$ cat src/rtl/tet_ram.sv
// ----------------------------------------------------------------------------
// tet_ram
// Generic simple dual-port RAM: one write port, one read port with the read
// data registered.
// ----------------------------------------------------------------------------
module tet_ram #(
  parameter int WIDTH = 8,
  parameter int DEPTH = 16
) (
  input  logic                     clk,
  input  logic                     we,
  input  logic [$clog2(DEPTH)-1:0] waddr,
  input  logic [WIDTH-1:0]         wdata,
  input  logic                     re,
  input  logic [$clog2(DEPTH)-1:0] raddr,
  output logic [WIDTH-1:0]         rdata
);

  logic [WIDTH-1:0] mem [DEPTH];
  logic [WIDTH-1:0] rdata_r;

  always_ff @(posedge clk) begin
    if (we) begin
      mem[waddr] <= wdata;
    end
    if (re) begin
      rdata_r <= mem[raddr];
    end
  end

  assign rdata = rdata_r;

endmodule

$ cat config.mk
export PLATFORM = sky130hd
export DESIGN_NAME = tet_ram
export DESIGN_NICKNAME = d
export VERILOG_FILES = /design/src/rtl/tet_ram.sv
export SDC_FILE = /design/constraint.sdc
export NUM_CORES = 1
export LEC_CHECK = 0
export BUFFER_PORTS_ARGS = -buffer_cell sky130_fd_sc_hd__buf_2
export CAP_MARGIN = 20
export CORE_ASPECT_RATIO = 0.9
export CORE_MARGIN = 2
export CORE_UTILIZATION = 45
export DETAILED_ROUTE_END_ITERATION = 6
export PLACE_DENSITY_LB_ADDON = 0.05
export SLEW_MARGIN = 40
export SYNTH_ARGS = -nofsm -noshare
export SYNTH_HDL_FRONTEND = slang
export SYNTH_SLANG_ARGS = --single-unit
$ cat constraint.sdc
create_clock -name clk -period 2.2 [get_ports clk]
set_clock_uncertainty 0.1 [all_clocks]
set_input_delay 0.11 -clock clk [delete_from_list [all_inputs] [get_ports clk]]
set_output_delay 0.11 -clock clk [all_outputs]
set_load 0.01 [all_outputs]
==> results of run 1 <==
-- routing by layer --
metal,vias to the layer above,global-route usage,wire [um]
li1,1106,-,-
met1,1227,0.2331,4621
met2,54,0.2508,4440
met3,6,0.05150,313
met4,0,0.05680,89
met5,-,0,0
-- how the worst max path moves through the flow --
stage,cells after the start,slack [ps],end
after detailed placement,5,340,rdata[0]
final,3,580,rdata[0]
after global placement,5,340,rdata[0]
after floorplan,2,500,mem[0][0]
after CTS,3,580,rdata[0]
after global routing,3,480,rdata[0]
-- per-stage QoR --
step                cell area (um^2)  hold WS, ps  instances
global placement                5644        400.8        423
detailed placement              5644        399.1        423
CTS                             6207        149.8        460
global route                    6207        176.2        460
finish                          6207        164.6        460
floorplan                       5228        108.9        229
-- critical path, delay by kind of cell, from the launching register on --
kind / cells / cell delay, ps
mux: 1 / 540
compound gates: 1 / 220
flops: 1 / 360
simple gates: 1 / 140
-- cell usage in the layout (no fill, tap or decap), drive strengths merged --
cell	synthesis	routed
edfxtp	136	136
buf	7	48
mux4	32	32
clkbuf	0	20
a22oi	16	16
nor2	13	13
nand2	9	9
dlygate4sd3	0	9
clkinv	0	8
nor3	4	4
nand3b	2	2
nand2b	2	2
nor2b	1	1
and2	1	1
and2b	1	1
nand3	1	1
or3b	1	1
-- power by group --
part	switching [mW]	leakage (nW)	internal, mW
Clock	0.908	0.237	1.39
Sequential	0.0135	1.24	2.92
Combinational	0.155	0.631	0.125
-- synthesized netlist by cell type, drive strengths merged --
| cell | instances | area share |
|---|---|---|
| buf | 7 | 0.011 |
| and2 | 1 | 0.0012 |
| nor2 | 13 | 0.0093 |
| clkdlybuf4s25 | 3 | 0.0057 |
| nand2b | 2 | 0.0024 |
| nand2 | 9 | 0.0065 |
| nor2b | 1 | 0.0012 |
| a22oi | 16 | 0.023 |
| or3b | 1 | 0.0017 |
| mux4 | 32 | 0.15 |
| nor3 | 4 | 0.0038 |
| and2b | 1 | 0.0014 |
| edfxtp | 136 | 0.78 |
| nand3 | 1 | 0.00096 |
| nand3b | 2 | 0.0029 |
-- kinds of logic after synthesis --
family / count (synthesis) / synth area share
flip-flops: 136 / 0.7812
AND/OR/NAND/NOR: 35 / 0.03136
multiplexers: 32 / 0.1479
AO/OA/AOI/OAI: 16 / 0.02298
buffers and inverters: 10 / 0.01651
-- registers in the layout, indices dropped and copies added (netlist names) --
signal	cells
rdata	8
mem	128
-- cell type report --
type	instances	area share
clock buffers	20	0.07035
clock inverters	8	0.005846
flip-flops and latches	136	0.6579
repair buffers	57	0.06410
multi-input cells	83	0.1703
well taps	156	0.03145
-- timing repair --
item / in CTS / in global routing
hold buffers: 9 / 0
gates resized for setup: 0 / 0
hold endpoints to repair: 134 / 0
endpoints found under the setup margin: 0 / 0
==> flow_metrics.tcl, run 1 <==
set metrics [dict create \
    total_power_mw 5.510 \
    start_util 0.4590 \
    max_stage_delay_ps 540 \
    period_share 0.7366 \
    worstPathRequired_ps 2230 \
    hold_viol_final 0 \
    dr.pass1.iters 4 \
    grt_pass1_vias 2465 \
    final_core_util 0.5450 \
    avgSynthCellArea_um2 22.83 \
    crit_slowest_cell "mux4_1" \
    vias_per_cell 5.202 \
    criticalPathCategory "flop to flop" \
    r2r_setup_slack_ps 580 \
    drc 0 \
    routed_wl_um 9464 \
    nets 314 \
    antenna_cells 0 \
    htreeDepth 4 \
    yosysWarnings 0 \
    cap_viol_max_count 0 \
    numCtsBuffers 17 \
    path_clk_slew_ps 50 \
    post_cts_buffers 0 \
    area_delta_synth_final_pct 18.74 \
    synth_seq_cells 136 \
    seq_area_frac_synth 0.7812 \
    power_per_cell_area_nw_per_um2 887.6 \
    critPathLaunchType "flop" \
    row_count 37 \
    path_cells "mux4_1 -> a22oi_1 -> nand2_1" \
    synth.distinct_cells 18 \
    holdCritPathClass "input port to flop" \
    core_um2 11390 \
    hpwl_um 6365 \
    drv_slew 0 \
    slew_headroom 0.6383 \
    tns_ps 0 \
    regToRegEndpoint "rdata[0]" \
    cts_sinks 136 \
    grt_max_degree 33 \
    startpoint "mem[5][0]" \
    regArea_um2 4084 \
    grt.total_usage 0.1664 \
    multi_input_area_um2 1057 \
    post_drt_wl_per_cell_um 20.57 \
    insertion_delay_ps 400 \
    status "finished, final reports clean" \
    die_area_um2 12500 \
    power_leakage_nw 2.105 \
    rr_worst_depth 3 \
    hp-start "waddr[0]" \
    grt_pass1_wl_um 14660 \
    synth_nets 248 \
    die_w_um 117.6 \
    fin_crit_ps 1621 \
    place_congestion 0.6772 \
    root_buffer "clkbuf_16" \
    antenna_found_initial 0 \
    arrival_ps 1650 \
    ant_nets 0 \
    vdd_drop_max_mv 0.6392 \
    io_pins 27 \
    drt_iter0_drc 167 \
    max_freq_mhz 617.1 \
    clock_path_buffers 2 \
    rsz0062_at_grt "no" \
    dp_slack_ps 344.1 \
    r2r-start "mem[5][0]" \
    n_fill_cell 913 \
    tightest_slew_ps 540.5 \
    hold_end "mem[4][5]" \
    vias 2393 \
    cp_max_fo 1 \
    cp-end-kind "flop" \
    io_buffers 26 \
    syn_area_um2 5228 \
    drive_gt1_frac 0.2928 \
    die_h_um 106.3 \
    cts_tree "yes" \
    grt_overflow 0 \
    worstHoldPathCells 3 \
    setup_viol_count_final 0 \
    syn_inst 229 \
    setup_slack_ps 579.4 \
]
Power figures use the tool's default switching activity.
==> run 2: changes to the inputs <==
==> constraint.sdc (replaced) <==
create_clock -name clk -period 1.5 [get_ports clk]
set_clock_uncertainty 0.1 [all_clocks]
set_input_delay 0.075 -clock clk [delete_from_list [all_inputs] [get_ports clk]]
set_output_delay 0.075 -clock clk [all_outputs]
set_load 0.01 [all_outputs]
==> flow_metrics.tcl, run 2 (synthesis results as in run 1) <==
set metrics [dict create \
    critPathLaunchType "flop" \
    failed_checks "setup timing" \
    r2r_setup_slack_ps -8 \
    hpwl_um 6561 \
    row_count 37 \
    drive_gt1_frac 0.3834 \
    r2r-start "mem[3][6]" \
    io_pins 27 \
    criticalPathCategory "flop to flop" \
    post_drt_wl_per_cell_um 22.36 \
    cp-end-kind "flop" \
    start_util 0.4590 \
    htreeDepth 4 \
    largest-register "mem" \
    slew_headroom 0.5909 \
    rsz0062_at_grt "yes" \
    path_cells "mux4_2 -> a22oi_2 -> nand2_1" \
    worstPathRequired_ps 1550 \
    fin_crit_ps 1508 \
    grt.total_usage 0.1864 \
    grt_max_degree 17 \
    drv_slew 0 \
    max_stage_delay_ps 480 \
    tightest_slew_ps 613.0 \
    drt_iter0_drc 190 \
    critPathBufInv 0 \
    ant_nets 0 \
    nets 319 \
    setup_slack_ps -7.858 \
    top_usage_layer "met2" \
    clock_path_buffers 2 \
    post_cts_buffers 0 \
    period_share 1.005 \
    tns_ps -7.858 \
    postLayoutCellArea_um2 6496 \
    total_power_mw 9.185 \
    status "finished with violations" \
    grt_pass1_vias 2599 \
    crit_cells 3 \
    place_congestion 0.6951 \
    setup_viol_count_final 1 \
    vdd_drop_max_mv 1.057 \
    insertion_delay_ps 400 \
    max_freq_mhz 663.2 \
    path_clk_slew_ps 60 \
    rr_worst_depth 3 \
    arrival_ps 1560 \
    routed_wl_um 10490 \
    grt_pass1_wl_um 16220 \
    die_area_um2 12500 \
    final_core_util 0.5704 \
    holdCritPathClass "input port to flop" \
    cap_viol_max_count 0 \
    largest_reg_flops 128 \
    numCtsBuffers 17 \
    io_buffers 26 \
    endpoint "rdata[6]" \
    cts_sinks 136 \
    vias 2504 \
    final_cell_mix "edfxtp_1, buf_2, mux4_2" \
    grtUsageMet3 0.04667 \
    met1_usage 0.2647 \
    drc 0 \
    final_common_cell "edfxtp_1" \
    regToRegEndpoint "rdata[6]" \
    startpoint "mem[3][6]" \
    power_leakage_nw 2.186 \
    area_delta_synth_final_pct 24.27 \
    crit_family "multiplexers" \
    root_buffer "clkbuf_16" \
    crit_slowest_cell "mux4_2" \
    cp_max_fo 1 \
    die_h_um 106.3 \
    antenna_found_initial 0 \
    power_per_cell_area_nw_per_um2 1414 \
    vias_per_cell 5.339 \
    cts_tree "yes" \
    grt_use_met2 0.2853 \
    place_area_um2 5737 \
    dp_slack_ps -306.2 \
    core_um2 11390 \
    hp-start "waddr[1]" \
    hold_viol_final 0 \
    grt_overflow 0 \
    antenna_cells 0 \
    die_w_um 117.6 \
    worstHoldPathCells 3 \
    dr.pass1.iters 4 \
]
[run 2: cell types whose count changed in the layout (fill, tap and decap cells not counted), sizes merged]
cell	before	now
clkinv	8	6
clkinvlp	0	2
buf	48	53
clkbuf	20	19
bufinv	0	5
[run 2: power by group]
part | switching [mW] | total [mW] | internal (mW)
logic | 0.257 | 0.475 | 0.218
registers | 0.0225 | 4.31 | 4.28
clock network | 1.47 | 4.40 | 2.94
[run 2: worst min-delay path by stage]
stage,to,slack [ps]
finish,mem[0][6],130
global route,mem[0][6],140
CTS,mem[0][4],120
detailed placement,mem[15][5],370
global placement,mem[15][5],370
floorplan,mem[0][0],70
[run 2: what timing repair did]
| action | in CTS | in global routing |
|---|---|---|
| hold buffers | 9 | 0 |
| setup endpoints to repair | 8 | 8 |
| hold endpoints to repair | 136 | 0 |
| pin swaps | 6 | 1 |
| gates resized for setup | 12 | 6 |
[run 2: cell type report]
class | instances | area (um^2)
fillers | 883 | 4892
repair buffers | 62 | 485.5
flip-flops and latches | 136 | 4084
clock inverters | 13 | 202.7
well taps | 156 | 195.2
multi-input cells | 83 | 1096
clock buffers | 19 | 432.9
[run 2: stage by stage]
step           cells  hold WS [ps]
2_1_floorplan    229         73.87
3_3_place_gp     428         365.0
3_5_place_dp     428         370.2
4_1_cts          469         119.5
5_1_grt          469         136.4
6_report         469         126.7
[run 2: worst reg2reg max path, delay by kind of cell (launching register included)]
kind,cells,cell delay (ps)
flops,1,350
simple gates,1,80
mux,1,480
compound gates,1,240
[run 2: routing by layer]
metal / share of wire / vias to the layer above
li1: - / 1118
met2: 0.48 / 62
met3: 0.040 / 10
met4: 0.010 / 0
met1: 0.47 / 1314
met5: 0 / -
==> run 3: changes to the inputs <==
--- a/config.mk
+++ b/config.mk
@@ -5,7 +5,7 @@
 export SDC_FILE = /design/constraint.sdc
 export NUM_CORES = 1
 export LEC_CHECK = 0
-export BUFFER_PORTS_ARGS = -buffer_cell sky130_fd_sc_hd__buf_2
+export BUFFER_PORTS_ARGS = -buffer_cell sky130_fd_sc_hd__clkbuf_2
 export CAP_MARGIN = 20
 export CORE_ASPECT_RATIO = 0.9
 export CORE_MARGIN = 2
==> flow_metrics.tcl, run 3 (synthesis results as in run 1) <==
set metrics [dict create \
    status "finished with violations" \
    failed_checks "hold timing" \
    die_h_um 106.3 \
    arrival_ps 1560 \
    final_common_cell "edfxtp_1" \
    tns_ps 0 \
    ant_nets 0 \
    total_power_mw 8.735 \
    path_cells "mux4_2 -> a22oi_2 -> nand2_1" \
    power_per_cell_area_nw_per_um2 1379 \
    post_drt_wl_per_cell_um 22.02 \
    period_share 0.9985 \
    grt_max_degree 21 \
    setup_viol_count_final 0 \
    grt.total_usage 0.1792 \
    htreeDepth 4 \
    io_pins 27 \
    hold_slack_ps -13.08 \
    hold_viol_final 16 \
    core_um2 11390 \
    crit_slowest_cell "mux4_2" \
    grt_pass1_wl_um 15610 \
    clock_path_buffers 2 \
    post_cts_buffers 0 \
    slew_headroom 0.4193 \
    grt_pass1_vias 2563 \
    vdd_drop_max_mv 1.104 \
    row_count 37 \
    antenna_found_initial 0 \
    nets 312 \
    holdCritPathClass "input port to flop" \
    cp_max_fo 1 \
    routed_wl_um 10180 \
    drc 0 \
    drt_iter0_drc 178 \
    cts_sinks 136 \
    cap_viol_max_count 0 \
    die_area_um2 12500 \
    area_delta_synth_final_pct 21.13 \
    start_util 0.4590 \
    hpwl_um 6583 \
    antenna_cells 0 \
    cts_tree "yes" \
    cp-end-kind "flop" \
    drive_gt1_frac 0.4020 \
    die_w_um 117.6 \
    largest_reg_flops 128 \
    rsz0062_at_grt "yes" \
    fin_crit_ps 1498 \
    vias_per_cell 5.303 \
    place_congestion 0.7001 \
    tightest_slew_ps 867.8 \
    final_cell_mix "edfxtp_1, mux4_2, clkbuf_2" \
    largest-register "mem" \
    max_stage_delay_ps 490 \
    power_leakage_nw 2.106 \
    insertion_delay_ps 420 \
    drv_slew 0 \
    path_clk_slew_ps 50 \
    dr.pass1.iters 4 \
    numCtsBuffers 17 \
    max_freq_mhz 667.6 \
    io_buffers 26 \
    root_buffer "clkbuf_16" \
    critPathLaunchType "flop" \
    grt_overflow 0 \
    vias 2450 \
    worstPathRequired_ps 1560 \
    criticalPathCategory "flop to flop" \
]
## run 3: cell types whose count changed in the layout (fill, tap and decap cells not counted), sizes merged
cell,change
clkinv,+4
bufinv,-2
dlygate4sd3,-7
clkinvlp,-1
clkbuf,+25
buf,-26
## run 3: metal layers
metal,vias up,part of all wire,GRT usage,wire length [um]
met3,10,0.036,0.04936,362
met1,1277,0.50,0.2586,5100
met4,0,0.013,0.07229,135
li1,1102,-,-,-
met5,-,0,0,0
met2,61,0.45,0.2608,4577
## run 3: final timing paths
check	end	slack, ps	cells after the start	startpoint
setup / recovery	rdata[4]	2	3	mem[11][4]
hold / removal	mem[9][1]	-10	1	wdata[1]
setup reg to reg	rdata[4]	2	3	mem[11][4]
hold reg to reg	rdata[2]	650	3	mem[4][2]
## run 3: metrics by stage
stage | cells | util | hold WS [ps] | instance area, um^2 | setup slack [ps]
6_report | 462 | 0.5560 | -13.08 | 6332 | 2.188
3_3_place_gp | 428 | 0.5026 | 392.6 | 5724 | -272.6
2_1_floorplan | 229 | - | 73.87 | 5233 | 42.59
4_1_cts | 462 | 0.5554 | 2.277 | 6325 | -3.864
3_5_place_dp | 428 | 0.5026 | 381.7 | 5724 | -285.7
5_1_grt | 462 | 0.5560 | 30.87 | 6332 | -34.37
## run 3: worst max-delay path, delay by kind of cell (launching register included)
kind | cells | cell delay, ps
simple gates | 1 | 70
mux | 1 | 490
flops | 1 | 380
compound gates | 1 | 200
## run 3: report_power, final
| group | switching, mW | internal [mW] | total, mW |
|---|---|---|---|
| Combinational | 0.256 | 0.206 | 0.462 |
| Sequential | 0.0223 | 4.29 | 4.31 |
| Clock | 1.41 | 2.55 | 3.96 |
| Total | 1.69 | 7.04 | 8.74 |
## run 3: cell type report
cell class / instances / area, um^2
clock inverters: 14 / 137.6
well taps: 156 / 195.2
fillers: 916 / 5056
clock buffers: 18 / 429.2
repair buffers: 55 / 402.9
flip-flops and latches: 136 / 4084
multi-input cells: 83 / 1084
## run 3: repair_timing
| action | 4_1_cts | 5_1_grt |
|---|---|---|
| gates resized for setup | 15 | 12 |
| hold endpoints to repair | 24 | 0 |
| hold buffers | 2 | 0 |
| pin swaps | 7 | 5 |
| setup endpoints to repair | 7 | 8 |
